**src/rtl/bounded_message_fifo_macros.svh**
```systemverilog
// Assertion macros for the bounded message FIFO.
`ifndef BOUNDED_MESSAGE_FIFO_MACROS_SVH
`define BOUNDED_MESSAGE_FIFO_MACROS_SVH
`ifndef SYNTHESIS
`define BMF_ASSERT_IMP(label, clk, rst_n, ante, cons, msg) \
	label: assert property (@(posedge clk) disable iff (!rst_n) (ante) |-> (cons)) \
		else $error(msg);
`define BMF_ASSERT_NXT(label, clk, rst_n, ante, cons, msg) \
	label: assert property (@(posedge clk) disable iff (!rst_n) (ante) |=> (cons)) \
		else $error(msg);
`else
`define BMF_ASSERT_IMP(label, clk, rst_n, ante, cons, msg)
`define BMF_ASSERT_NXT(label, clk, rst_n, ante, cons, msg)
`endif
`endif

```
**src/rtl/bmf_pkg.sv**
```systemverilog
// Shared types and constants of the bounded message FIFO.
`default_nettype none
package bmf_pkg;
	localparam int BYTE_W     = 8;
	localparam int CNT_W      = 5;
	localparam int LEN_W      = 7;
	localparam int CODE_W     = 2;
	localparam int ACT_W      = 3;
	localparam int SLOT_W_MAX = 8;

	localparam logic [ACT_W-1:0] ACT_ENQ    = 3'd0;
	localparam logic [ACT_W-1:0] ACT_PEEK   = 3'd1;
	localparam logic [ACT_W-1:0] ACT_DEQ    = 3'd2;
	localparam logic [ACT_W-1:0] ACT_DROP   = 3'd3;
	localparam logic [ACT_W-1:0] ACT_STATUS = 3'd4;

	localparam logic [CODE_W-1:0] CODE_OK       = 2'd0;
	localparam logic [CODE_W-1:0] CODE_FULL     = 2'd1;
	localparam logic [CODE_W-1:0] CODE_OVERLONG = 2'd2;
	localparam logic [CODE_W-1:0] CODE_EMPTY    = 2'd3;

	localparam logic [1:0] KIND_PLAIN = 2'd0;
	localparam logic [1:0] KIND_PEEK  = 2'd1;
	localparam logic [1:0] KIND_DEQ   = 2'd2;
	localparam logic [1:0] KIND_DROP  = 2'd3;

	localparam logic REG_MAX_MSGS  = 1'b0;
	localparam logic REG_MAX_BYTES = 1'b1;

	// work handed from front to back
	typedef struct packed {
		logic [1:0]            kind;
		logic [CODE_W-1:0]     code;
		logic [CNT_W-1:0]      count;
		logic [LEN_W-1:0]      head_len;
		logic [LEN_W-1:0]      len;
		logic [SLOT_W_MAX-1:0] slot;
		logic [SLOT_W_MAX-1:0] next_slot;
	} cmd_t;

	// back tells front that a head operation is finished
	typedef struct packed {
		logic             valid;
		logic [LEN_W-1:0] head_len;
	} done_t;
endpackage
`default_nettype wire

```
**src/rtl/bmf_front.sv**
```systemverilog
// Front end: takes commands, stores message bytes, keeps queue bookkeeping.
`default_nettype none
module bmf_front
	import bmf_pkg::*;
#(
	parameter int MSG_SLOTS  = 16,
	parameter int SLOT_BYTES = 64
) (
	input  wire logic              clk,
	input  wire logic              arst_n,
	input  wire logic              start,
	input  wire logic [ACT_W-1:0]  action,
	input  wire logic [BYTE_W-1:0] in_byte,
	input  wire logic              in_last,
	input  wire logic [CNT_W-1:0]  max_messages,
	input  wire logic [LEN_W-1:0]  max_message_bytes,
	input  wire logic              q_full,
	input  wire done_t             done,
	output      logic              busy,
	output      logic              push,
	output      cmd_t              push_cmd,
	output      logic              bwe,
	output      logic [$clog2(MSG_SLOTS)+((SLOT_BYTES > 1) ? $clog2(SLOT_BYTES) : 1)-1:0] bwaddr,
	output      logic [BYTE_W-1:0] bwdata,
	output      logic              lwe,
	output      logic [$clog2(MSG_SLOTS)-1:0] lwaddr,
	output      logic [LEN_W-1:0]  lwdata
);
	localparam int SW = $clog2(MSG_SLOTS);
	localparam int OW = (SLOT_BYTES > 1) ? $clog2(SLOT_BYTES) : 1;

	logic [SW-1:0]     head_q;
	logic [SW-1:0]     tail_q;
	logic [CNT_W-1:0]  count_q;
	logic [LEN_W-1:0]  head_len_q;
	logic [LEN_W-1:0]  wlen_q;
	logic [CODE_W-1:0] refusal_q;
	logic              wait_q;

	logic              accept;
	logic              at_limit;
	logic [LEN_W:0]    wlen_inc;
	logic              too_long;
	logic [CODE_W-1:0] refusal_a;
	logic [CODE_W-1:0] refusal_b;
	logic [CODE_W-1:0] end_code;
	logic [LEN_W-1:0]  wlen_next;
	logic [SW-1:0]     head_next;
	logic [SW-1:0]     tail_next;
	logic              enq_ok;
	logic              head_op;

	assign busy   = wait_q || q_full;
	assign accept = start && !busy;

	assign at_limit  = (count_q >= max_messages) || (int'(count_q) >= MSG_SLOTS);
	assign wlen_inc  = {1'b0, wlen_q} + (LEN_W + 1)'(1);
	assign too_long  = (wlen_inc > {1'b0, max_message_bytes}) || (int'(wlen_inc) > SLOT_BYTES);
	// full is judged when the first byte arrives and again at the last byte
	assign refusal_a = (wlen_q == '0 && refusal_q == CODE_OK && at_limit) ? CODE_FULL
		: refusal_q;
	assign refusal_b = (refusal_a == CODE_OK && too_long) ? CODE_OVERLONG : refusal_a;
	assign end_code  = (refusal_b == CODE_OK && at_limit) ? CODE_FULL : refusal_b;
	assign wlen_next = (wlen_q == {LEN_W{1'b1}}) ? wlen_q : wlen_inc[LEN_W-1:0];
	assign head_next = (head_q == SW'(MSG_SLOTS - 1)) ? '0 : head_q + 1'b1;
	assign tail_next = (tail_q == SW'(MSG_SLOTS - 1)) ? '0 : tail_q + 1'b1;
	assign enq_ok    = (end_code == CODE_OK);
	assign head_op   = (action == ACT_PEEK || action == ACT_DEQ || action == ACT_DROP)
		&& count_q != '0;

	assign bwe    = accept && action == ACT_ENQ && refusal_b == CODE_OK;
	assign bwaddr = {tail_q, wlen_q[OW-1:0]};
	assign bwdata = in_byte;
	assign lwe    = accept && action == ACT_ENQ && in_last && enq_ok;
	assign lwaddr = tail_q;
	assign lwdata = wlen_next;

	always_comb begin
		push     = 1'b0;
		push_cmd = '0;
		case (action)
			ACT_ENQ: begin
				push          = in_last;
				push_cmd.kind = KIND_PLAIN;
				push_cmd.code = end_code;
				if (enq_ok) begin
					push_cmd.count    = count_q + 1'b1;
					push_cmd.head_len = (count_q == '0) ? wlen_next : head_len_q;
				end else begin
					push_cmd.count    = count_q;
					push_cmd.head_len = (count_q == '0) ? '0 : head_len_q;
				end
			end
			ACT_PEEK, ACT_DEQ, ACT_DROP: begin
				push = 1'b1;
				if (count_q == '0) begin
					push_cmd.kind = KIND_PLAIN;
					push_cmd.code = CODE_EMPTY;
				end else begin
					case (action)
						ACT_PEEK: push_cmd.kind = KIND_PEEK;
						ACT_DEQ:  push_cmd.kind = KIND_DEQ;
						default:  push_cmd.kind = KIND_DROP;
					endcase
					push_cmd.code      = CODE_OK;
					push_cmd.count     = (action == ACT_PEEK) ? count_q : count_q - 1'b1;
					push_cmd.head_len  = head_len_q;
					push_cmd.len       = head_len_q;
					push_cmd.slot      = SLOT_W_MAX'(head_q);
					push_cmd.next_slot = SLOT_W_MAX'(head_next);
				end
			end
			ACT_STATUS: begin
				push              = 1'b1;
				push_cmd.kind     = KIND_PLAIN;
				push_cmd.code     = CODE_OK;
				push_cmd.count    = count_q;
				push_cmd.head_len = (count_q == '0) ? '0 : head_len_q;
			end
			default: begin
				push = 1'b0;
			end
		endcase
		push = push && accept;
	end

	always_ff @(posedge clk or negedge arst_n) begin
		if (!arst_n) begin
			head_q     <= '0;
			tail_q     <= '0;
			count_q    <= '0;
			head_len_q <= '0;
			wlen_q     <= '0;
			refusal_q  <= CODE_OK;
			wait_q     <= 1'b0;
		end else begin
			if (done.valid) begin
				wait_q     <= 1'b0;
				head_len_q <= done.head_len;
			end
			if (accept) begin
				if (action == ACT_ENQ) begin
					if (in_last) begin
						wlen_q    <= '0;
						refusal_q <= CODE_OK;
						if (enq_ok) begin
							tail_q  <= tail_next;
							count_q <= count_q + 1'b1;
							if (count_q == '0) begin
								head_len_q <= wlen_next;
							end
						end
					end else begin
						wlen_q    <= wlen_next;
						refusal_q <= refusal_b;
					end
				end else if (head_op) begin
					// back reports the new head length when it is done
					wait_q <= 1'b1;
					if (action != ACT_PEEK) begin
						head_q  <= head_next;
						count_q <= count_q - 1'b1;
					end
				end
			end
		end
	end
endmodule
`default_nettype wire

```
**config.mk**
```make
export PLATFORM = sky130hd
export DESIGN_NAME = bmf_front
export DESIGN_NICKNAME = d
export VERILOG_FILES = /design/src/rtl/bounded_message_fifo_macros.svh /design/src/rtl/bmf_pkg.sv /design/src/rtl/bmf_front.sv
export SDC_FILE = /design/constraint.sdc
export NUM_CORES = 1
export LEC_CHECK = 0
export ABC_AREA = 1
export CAP_MARGIN = 20
export CORE_MARGIN = 2
export CORE_UTILIZATION = 60
export CTS_BUF_LIST = sky130_fd_sc_hd__clkbuf_4 sky130_fd_sc_hd__clkbuf_8
export CTS_CLUSTER_SIZE = 25
export DETAILED_ROUTE_END_ITERATION = 16
export DONT_BUFFER_PORTS = 1
export MAX_ROUTING_LAYER = met4
export PLACE_DENSITY = 0.84
export RECOVER_POWER = 50
export SYNTH_ARGS = -nofsm -noshare
export SYNTH_HDL_FRONTEND = slang
export SYNTH_SLANG_ARGS = --single-unit
```
**constraint.sdc**
```tcl
create_clock -name clk -period 4.8 [get_ports clk]
set_input_delay 1.44 -clock clk [delete_from_list [all_inputs] [get_ports clk]]
set_output_delay 1.44 -clock clk [all_outputs]
set_load 0.02 [all_outputs]
```
=== After elaboration in Yosys (flattened, before gate mapping) ===
Cells that the tools add are included.

* Register bits: 30
* Input port bits: 36
* Output and inout bits: 72
* Word-level logic and storage cells: 93

* $add $sub $neg: 5
* Magnitude comparators: 4
* Eq/ne operators: 10
* Muxes and demuxes: 33
* Bitwise logic cells: 1
* Reductions and logical operators: 33

{| class="wikitable"
|+ Operators by type and width
! kind !! count
|-
| $mux 7 || 10
|-
| $pmux 16 s3 || 1
|-
| $mux 35 || 1
|-
| $mux 5 || 6
|-
| $mux 23 || 1
|-
| $mux 12 || 1
|-
| $mux 4 || 3
|-
| $logic_and 1x1->1 || 11
|-
| $add 4x1->4 const B || 2
|-
| $add 7x1->8 const B || 1
|-
| $eq 4x4->1 const B || 2
|-
| $gt 8x7->1 || 1
|-
| $gt 8x7->1 const B || 1
|-
| $logic_not 2->1 || 4
|-
| $mux 2 || 4
|-
| $reduce_and 4->1 || 2
|-
| $eq 7x7->1 const B || 1
|-
| $logic_not 7->1 || 1
|-
| $eq 3x2->1 const B || 2
|-
| $add 5x1->5 const B || 1
|-
| $ge 5x5->1 || 1
|-
| $ge 5x5->1 const B || 1
|-
| $logic_not 5->1 || 1
|-
| $logic_or 1x1->1 || 5
|-
| 17 further kinds || 22
|}

=== Longest topological paths before layout ===
Gate-level depths: netlist of the first run.

* Depth after elaboration: 15
* Depth in mapped cells: 20
* Mapped depth without buffers: 20

=== Least setup slack after synthesis of the first run ===
OpenSTA, ideal clock, no wires.

* Path kind: in2out
* Start: input max_messages[4]
* End: output push_cmd[25] in the netlist's numbering
* Data arrival time: 3.380 ns
* Required time: 3.360 ns
* Slack: -0.020 ns
* Cell stages on the path: 11
* Path buffers: 1
* Path through: inv_1 -> ha_1 -> a21o_1 -> nor2_1 -> nand4_2 -> a21oi_2 -> nand4_4 -> nor2_8 -> buf_6 -> nand4_1 -> a21oi_1

{| class="wikitable"
|+ RTL lines
! element !! RTL line !! source
|-
| start, declared || bmf_front.sv:15 || <nowiki>input wire logic [CNT_W-1:0] max_messages,</nowiki>
|-
| end, declared || bmf_front.sv:21 || <nowiki>output cmd_t push_cmd,</nowiki>
|}

==> impl_metrics.tcl, run 1 <==
set metrics [dict create \
    cp_cell_sequence "inv_1, ha_1, a21o_1, nor2_1, nand4_2, a21oi_2, nand4_4, nor2_8, buf_12, a21oi_1, o21ai_1, buf_4" \
    drtAntennaViolNets 0 \
    cpLargestDelayFamily "simple AND/OR/NAND/NOR gates" \
    drive_gt1_frac 0.149 \
    grt_max_degree 31 \
    pin_count 108 \
    dieWidth_um 74.3 \
    clock_latency_ps 280 \
    fillers 425 \
    multiInputGateArea_um2 1710 \
    drt_iter0_markers 189 \
    cts_inserted_buffers 5 \
    core_area_um2 4750 \
    clockBufferDepth 2 \
    synth_seq_area_share 0.253 \
    final_cell_mix "79 x inv_1, 79 x nand2_1, 55 x nor2_1, 35 x o21ai_0, 29 x dfrtp_1" \
    antenna_found_initial 0 \
    synth.distinct_cells 40 \
    vias 2816 \
    path_max_fanout 10 \
    ys_ff_latch 30 \
    yosys_warnings 0 \
    crit_path_start_kind "input port" \
    overflow 0 \
    r2r-start "wlen_q[4]" \
    numPortBuffers 0 \
    critPathSlowestCell "ha_1" \
    wl_per_cell_um 14.5 \
    start_util 0.623 \
    synthTopCellsByArea "dfrtp_1 25%, nand2_1 10%, inv_1 9.9%" \
    layout-area-overhead-vs-synth_pct 5.11 \
    hold_path_class "reg2reg" \
    placed_area_um2 3010 \
    reg2reg_depth 19 \
    outcome "complete, no violations" \
    rsz0062_at_grt "false" \
    worst-path-stages 12 \
    synth_flop_cell "dfrtp_1" \
    avgSynthCellArea_um2 6.75 \
    routed_wl_um 7400 \
    seqCellArea_um2 752 \
    cts_sinks 30 \
    fp.dieH_um 74.3 \
    fin_crit_ps 4670 \
    fin_area_um2 3110 \
    yosysTopAreaCellShare 0.253 \
    peakVddDrop_v 0.000285 \
    drt_pass1_iterations 5 \
    crit_type "in2out" \
    arrival_ps 3230 \
    setup_viol 0 \
    hold_viol 0 \
    synth_top_area_cell "dfrtp_1" \
    fin_nets 497 \
    finalCritPeriodShare 0.972 \
    grt_pass1_wl_um 11800 \
    tightest_slew_ps 622 \
    fin_skew_ps 5.33 \
    syn_inst 439 \
    worstSetupEndpointType "output port" \
    grt.total_usage 0.284 \
    viasPerCell 5.53 \
    setup_tns_ps 0 \
    tritoncts "yes" \
    hpwl_um 5820 \
    drv_cap 0 \
    max_freq_ghz 0.214 \
    synth_edf_count 0 \
    antenna_cells 0 \
    slew_violations 0 \
    drcViolationCount 0 \
    async_reset_ff_frac 1.00 \
    r2r_slack_ps 1700 \
    h-tree-depth 2 \
    critical_path_required_ps 3360 \
    syn_area_um2 2960 \
    slowest_delay_ps 310 \
    power.leakage_nw 1.69 \
    hold_path_startpoint "head_q[0]" \
    grt_pass1_vias 2544 \
    relSlewSlack 0.582 \
    endpoint "push_cmd[23]" \
    cts_root_buf "clkbuf_8" \
    dieArea_um2 5510 \
    row_count 25 \
    crit_buf_inv 3 \
    power.density_nw_per_um2 540 \
    gp_congestion 0.934 \
    cp-startpoint "max_messages[4]" \
    rr_endpoint "count_q[2]" \
    cts.clk_slew.worst_paths_ps 60 \
]
==> kinds of logic (layout without fill, tap and decap cells) <==
kind of cell / Yosys count / after routing / share of synthesized area
xor+xnor: 8 / 8 / 0.0237
mux: 2 / 2 / 0.00676
buf+inv: 114 / 110 / 0.185
compound gates: 71 / 71 / 0.139
flops: 30 / 30 / 0.253
other cells: 1 / 8 / 0.00127
fa+ha+maj: 18 / 18 / 0.0760
simple gates: 195 / 195 / 0.316
==> metal layers <==
metal	global-route usage	wire [um]	vias to the layer above
met5	-	0	-
met1	0.383	3190	1310
met4	0.0635	109	0
met3	0.0542	567	11
met2	0.448	3530	128
li1	-	-	1367
==> area by class of cell <==
type                            count  share of cell area
Timing Repair Buffer               23              0.0595
Tap cell                           67              0.0269
Multi-Input combinational cell    302               0.548
Sequential cell                    30               0.242
Inverter                           81              0.0977
Clock buffer                        6              0.0265
==> per-stage QoR <==
stage          cells  utilization  hold slack [ps]  total power (W)  setup slack, ps
2_1_floorplan    446            -              481          0.00124             25.2
3_3_place_gp     502        0.634              518          0.00143              223
3_5_place_dp     502        0.634              524          0.00146              153
4_1_cts          508        0.651              550          0.00167              147
5_1_grt          509        0.655              579          0.00182             5.38
6_report         509        0.655              563          0.00168              135
==> timing repair <==
action	in CTS	in global routing
endpoints found under the setup margin	0	9
hold buffers	0	0
resized for setup	0	4
buffers inserted	0	1
==> sequential cells by signal, indices dropped and copies added (netlist names) <==
signal and cells:
head_len_q 7, head_q 4, wait_q 1, lwaddr 4, wlen_q 7, count_q 5, refusal_q 2
==> worst min-delay path, delay by kind of cell, from the launching register on <==
family	cells	cell delay, ps
AOI/OAI and AO/OA	1	80
DFF	1	370
and+or+nand+nor	1	60
==> synth_stat cells (3+ instances only) <==
| master | n |
|---|---|
| nor3_1 | 6 |
| inv_2 | 3 |
| nor2_2 | 4 |
| ha_1 | 18 |
| inv_1 | 78 |
| buf_4 | 27 |
| o22ai_1 | 6 |
| xnor2_1 | 3 |
| a21oi_1 | 12 |
| o21ai_0 | 35 |
| o21ai_2 | 5 |
| nand2_4 | 4 |
| dfrtp_1 | 30 |
| nand2_1 | 80 |
| nand4_1 | 7 |
| nand2_2 | 8 |
| nand3_1 | 24 |
| xor2_1 | 5 |
| nor2_1 | 53 |
==> how the worst min path moves through the flow <==
| stage | end | slack, ps | cells past startpoint |
|---|---|---|---|
| finish | head_q[0] | 560 | 2 |
| global route | head_q[0] | 580 | 2 |
| CTS | head_q[0] | 550 | 2 |
| detailed placement | head_q[0] | 520 | 2 |
| global placement | head_q[0] | 520 | 2 |
| floorplan | head_q[0] | 480 | 2 |
==> power breakdown <==
group          internal (W)  switching [W]
clock              0.000110      0.0000919
sequential         0.000318       0.000108
combinational      0.000361       0.000692
total              0.000790       0.000892
No activity file was read; power rests on OpenSTA's default activity.
==> run 2: changes to the inputs <==
--- a/config.mk
+++ b/config.mk
@@ -16,6 +16,7 @@
 export MAX_ROUTING_LAYER = met4
 export PLACE_DENSITY = 0.84
 export RECOVER_POWER = 50
+export SLEW_MARGIN = 5
 export SYNTH_ARGS = -nofsm -noshare
 export SYNTH_HDL_FRONTEND = slang
 export SYNTH_SLANG_ARGS = --single-unit
==> constraint.sdc (replaced) <==
create_clock -name clk -period 4.8 [get_ports clk]
set_input_delay 0.48 -clock clk [delete_from_list [all_inputs] [get_ports clk]]
set_output_delay 0.48 -clock clk [all_outputs]
set_load 0.02 [all_outputs]
==> run 2 against run 1 <==
  * The run now ends with max-capacitance violations, max-slew violations left
  * Global-route usage shrank 0.57 points
  * Flip-flop and latch count stayed put
  * Utilization fell by 3.8 points
  * Critical path type unchanged
  * Non-clock buffer count decreased by 22
  * Cell count decreased by 3.9%
  * Routed wire length shrank 4.5%
==> impl_metrics.tcl, run 2 (same netlist as run 1, synthesis figures left out) <==
set metrics [dict create \
    dieArea_um2 5510 \
    numPortBuffers 0 \
    tritoncts "yes" \
    cts_sinks 30 \
    critical_path_required_ps 4320 \
    viasPerCell 5.52 \
    rsz0062_at_grt "false" \
    grt_pass1_vias 2384 \
    max_freq_ghz 0.247 \
    setup_tns_ps 0 \
    cts_root_buf "clkbuf_8" \
    dieWidth_um 74.3 \
    grt_pass1_wl_um 11400 \
    drt_iter0_markers 176 \
    fillers 455 \
    fp.dieH_um 74.3 \
    vias 2699 \
    hpwl_um 5610 \
    power.leakage_nw 1.57 \
    outcome "finished, violations left" \
    drv_cap 1 \
    power_w 0.00163 \
    path_max_fanout 16 \
    hold_path_class "in2reg" \
    cts.clk_slew.worst_paths_ps 70 \
    multiInputGateArea_um2 1680 \
    setup_viol 0 \
    clockBufferDepth 2 \
    worstSetupEndpointType "output port" \
    overflow 0 \
    worst_slack_ps 759 \
    grt.total_usage 0.278 \
    h-tree-depth 2 \
    layout-area-overhead-vs-synth_pct -1.01 \
    antenna_found_initial 0 \
    row_count 25 \
    hold_viol 0 \
    clock_latency_ps 280 \
    final_cell_mix "80 x inv_1, 80 x nand2_1, 57 x nor2_1, 35 x o21ai_0, 30 x dfrtp_1" \
    cts_inserted_buffers 5 \
    critPathSlowestCell "nor2_1" \
    antenna_cells 0 \
    finalCritPeriodShare 0.842 \
    p_switching_w 0.000890 \
    cts_setup_buffers 0 \
    final_util 0.617 \
    slowest_delay_ps 840 \
    drive_gt1_frac 0.0829 \
    core_area_um2 4750 \
    gp_congestion 0.972 \
    grt_max_degree 31 \
    fin_skew_ps 6.53 \
    drtAntennaViolNets 0 \
    drcViolationCount 0 \
    seqCellArea_um2 751 \
    crit_path_start_kind "input port" \
    tightest_slew_ps 1660 \
    preCtsSetupSlack_ps 1270 \
    drt_pass1_iterations 6 \
    start_util 0.623 \
    p_int_w 0.000738 \
    routed_wl_um 7070 \
    top_regs "head_len_q: 7 flops, wlen_q: 7 flops, count_q: 5 flops" \
    comb_power_share 0.570 \
    fin_crit_ps 4040 \
    power.density_nw_per_um2 556 \
    crit_type "in2out" \
    switching_share 0.547 \
    arrival_ps 3560 \
    power_frac_seq 0.271 \
    fin_nets 475 \
    hold_slack_ps 307 \
    peakVddDrop_v 0.000237 \
    slew_violations 31 \
    wl_per_cell_um 14.5 \
    cp_cell_sequence "nor2_1, clkinv_1, nor2_1, inv_1, nor2_1, inv_1, nor2_2, nand2_4, inv_1" \
    p_clk_frac 0.158 \
    violations "max-capacitance violations, max-slew violations" \
    pin_count 108 \
    relSlewSlack -0.105 \
]
-- run 2: cell count changes in the layout (fill, tap and decap cells not counted), moves of 2 or more --
cell / delta
nand3_1: +2
nand3_2: -2
clkinvlp_4: +2
a21oi_1: +2
nor2_1: +2
inv_2: -2
buf_4: -22
a21oi_2: -2
-- run 2: power groups by stage --
| stage | clock network (W) | registers [W] | logic [W] |
|---|---|---|---|
| after floorplan | 0 | 0.000383 | 0.000857 |
| after global placement | 0 | 0.000444 | 0.000904 |
| after detailed placement | 0 | 0.000444 | 0.000917 |
| after CTS | 0.000258 | 0.000440 | 0.000927 |
| after global routing | 0.000272 | 0.000450 | 0.00104 |
| final | 0.000258 | 0.000442 | 0.000929 |
-- run 2: per-stage QoR --
stage / instances / instance area (um^2)
finish: 489 / 2930
floorplan: 446 / 2990
CTS: 489 / 2960
detailed placement: 480 / 2830
global route: 489 / 2930
global placement: 480 / 2830
-- run 2: path summary, 6_finish.rpt --
check                          start             to  slack, ps  depth (start not counted)
max in group asynchronous     arst_n      head_q[1]       3220                          1
max reg2reg                wlen_q[0]  head_len_q[2]       1540                         16
min in group asynchronous     arst_n   refusal_q[0]        610                          1
min                          done[7]         wait_q        310                          1
min reg2reg                head_q[0]      head_q[0]        550                          2
max                        action[0]            lwe        760                          9
-- run 2: critical path, delay by kind of cell --
family | cells | cell delay (ps)
buffers and inverters | 4 | 940
AND/OR/NAND/NOR | 5 | 2140
-- run 2: layout make-up --
| class | instances | share of cell area |
|---|---|---|
| clock buffers | 5 | 0.0235 |
| clock inverters | 3 | 0.0154 |
| inverters | 81 | 0.104 |
| multi-input cells | 302 | 0.571 |
| flip-flops and latches | 30 | 0.256 |
| well taps | 67 | 0.0286 |
| repair buffers | 1 | 0.00128 |
-- run 2: routing by layer --
layer | GRT usage | vias to the layer above | wire length [um]
met1 | 0.385 | 1236 | 3160
met5 | - | - | 0
li1 | - | 1325 | -
met3 | 0.0556 | 8 | 642
met2 | 0.429 | 130 | 3190
met4 | 0.0556 | 0 | 82
-- run 2: repair_timing --
item                                   in CTS  in global routing
hold buffers                                1                  0
endpoints found under the hold margin      30                  0
gates resized for setup                     0                  0
==> run 3: changes to the inputs <==
--- a/config.mk
+++ b/config.mk
@@ -14,7 +14,7 @@
 export DETAILED_ROUTE_END_ITERATION = 16
 export DONT_BUFFER_PORTS = 1
 export MAX_ROUTING_LAYER = met4
-export PLACE_DENSITY = 0.84
+export PLACE_DENSITY = 0.87
 export RECOVER_POWER = 50
 export SLEW_MARGIN = 5
 export SYNTH_ARGS = -nofsm -noshare
==> constraint.sdc (replaced) <==
create_clock -name clk -period 3.71 [get_ports clk]
set_input_delay 0.371 -clock clk [delete_from_list [all_inputs] [get_ports clk]]
set_output_delay 0.371 -clock clk [all_outputs]
set_load 0.02 [all_outputs]
==> run 3 against run 2 <==
  * Via count is 5.6% higher
  * Worst setup slack worse by 560 ps
  * Critical path depth is 6 higher
  * Worst hold slack worse by 110 ps
  * Largest cell class unchanged
  * Die area stayed put
  * Sequential share of layout area is 0.90 points lower
  * Power is 34% higher
  * Clock skew hardly changed
  * Cell count is 2.7% higher
  * Combinational power is 46% higher
  * The run still ends with max-capacitance violations, max-slew violations left
  * First-iteration DRC count is 33% higher
==> impl_metrics.tcl, run 3 (same netlist as run 1, synthesis figures left out) <==
set metrics [dict create \
    slowest_delay_ps 350 \
    fin_area_um2 3050 \
    cts_root_buf "clkbuf_8" \
    power.density_nw_per_um2 714 \
    fin_crit_ps 3510 \
    antenna_cells 0 \
    tritoncts "yes" \
    relSlewSlack -0.102 \
    p_int_w 0.000975 \
    power.leakage_nw 1.63 \
    cpLargestDelayFamily "simple AND/OR/NAND/NOR gates" \
    final_cell_mix "79 x nand2_1, 78 x inv_1, 55 x nor2_1, 35 x o21ai_0, 28 x dfrtp_1" \
    path_max_fanout 7 \
    setup_tns_ps 0 \
    switching_share 0.552 \
    finalCritPeriodShare 0.945 \
    power_w 0.00218 \
    cts.clk_slew.worst_paths_ps 60 \
    h-tree-depth 2 \
    overflow 0 \
    pin_count 108 \
    holdPathStages 1 \
    drive_gt1_frac 0.136 \
    row_count 25 \
    critical_path_required_ps 3340 \
    routed_wl_um 7720 \
    hold_viol 0 \
    violations "max-capacitance violations, max-slew violations" \
    layout-area-overhead-vs-synth_pct 2.91 \
    drv_cap 1 \
    grt_pass1_vias 2569 \
    hold_slack_ps 202 \
    antenna_found_initial 0 \
    drcViolationCount 0 \
    setup_viol 0 \
    clockBufferDepth 2 \
    drt_iter0_markers 234 \
    wl_per_cell_um 15.4 \
    crit_type "reg2out" \
    placed_area_um2 2900 \
    cts_inserted_buffers 5 \
    arrival_ps 3140 \
    numPortBuffers 0 \
    outcome "finished, violations left" \
    power_frac_seq 0.255 \
    crit_path_start_kind "flip-flop" \
    slew_violations 31 \
    gp_congestion 0.980 \
    viasPerCell 5.68 \
    crit_buf_inv 1 \
    reg2reg_depth 18 \
    fin_nets 489 \
    core_area_um2 4750 \
    critPathSlowestCell "dfrtp_1" \
    peakVddDrop_v 0.000426 \
    final_common_cell "nand2_1" \
    clock_latency_ps 280 \
    final_util 0.641 \
    grt_max_degree 31 \
    hpwl_um 5980 \
    grt.total_usage 0.297 \
    comb_power_share 0.625 \
    drtAntennaViolNets 0 \
    p_switching_w 0.00120 \
    dieWidth_um 74.3 \
    cts_sinks 30 \
    dieArea_um2 5510 \
    p_clk_frac 0.120 \
    drt_pass1_iterations 5 \
    top_regs "head_len_q: 7 flops, wlen_q: 7 flops, count_q: 5 flops" \
    start_util 0.623 \
    max_freq_ghz 0.285 \
    vias 2851 \
    worstSetupEndpointType "output port" \
    tightest_slew_ps 1650 \
    worst-path-stages 15 \
    fin_skew_ps 6.93 \
    fp.dieH_um 74.3 \
    hold_path_class "in2reg" \
    grt_pass1_wl_um 12200 \
    cp_cell_sequence "ha_1, nand2_2, nor2_2, nand2_2, nand2_1, inv_1, ha_1, nand4_1, nor2_1, nand3_1, nand2_1, nand4_4, nor2_4, a31oi_1, nor2_1" \
]
## run 3: cell type report
| class | instances | area (um^2) |
|---|---|---|
| fillers | 462 | 1710 |
| multi-input cells | 303 | 1720 |
| flip-flops and latches | 30 | 753 |
| well taps | 67 | 83.8 |
| repair buffers | 14 | 104 |
| clock buffers | 7 | 83.8 |
| inverters | 81 | 304 |
## run 3: worst paths after layout
check | to | start | slack [ps]
max | push_cmd[26] | wlen_q[0] | 200
min reg2reg | head_q[0] | head_q[0] | 550
max in group asynchronous | wlen_q[2] | arst_n | 1560
min | wait_q | done[7] | 200
max reg2reg | lwaddr[2] | wlen_q[0] | 680
min in group asynchronous | wlen_q[4] | arst_n | 1080
## run 3: stage by stage
step | setup slack [ps] | instances
after floorplan | 758 | 446
after global placement | 492 | 489
after detailed placement | 391 | 489
after CTS | 79.6 | 498
after global routing | -23.9 | 502
final | 203 | 502
## run 3: what timing repair did
| action | 4_1_cts | 5_1_grt |
|---|---|---|
| setup endpoints to repair | 0 | 14 |
| hold endpoints to repair | 30 | 0 |
| gates resized for setup | 0 | 10 |
| hold buffers | 2 | 0 |
| setup buffers | 0 | 3 |
## run 3: power groups by stage
stage | Sequential [W] | Clock (W) | Combinational [W]
2_1_floorplan | 0.000495 | 0 | 0.00111
3_3_place_gp | 0.000554 | 0 | 0.00124
3_5_place_dp | 0.000556 | 0 | 0.00126
4_1_cts | 0.000551 | 0.000263 | 0.00128
5_1_grt | 0.000567 | 0.000278 | 0.00150
6_report | 0.000555 | 0.000261 | 0.00136
## run 3: worst reg2reg max path: cells and delay by family (launching register included)
kind / cells / cell delay, ps
buffers and inverters: 3 / 420
adders and majority gates: 2 / 540
and+or+nand+nor: 13 / 1680
DFF: 1 / 350
## run 3: routing by layer
| layer | share of wire | routed length, um | global-route usage |
|---|---|---|---|
| met3 | 0.10 | 808 | 0.0718 |
| met1 | 0.43 | 3290 | 0.408 |
| met2 | 0.46 | 3570 | 0.454 |
| met4 | 0.0076 | 59 | 0.0556 |
| met5 | 0 | 0 | - |
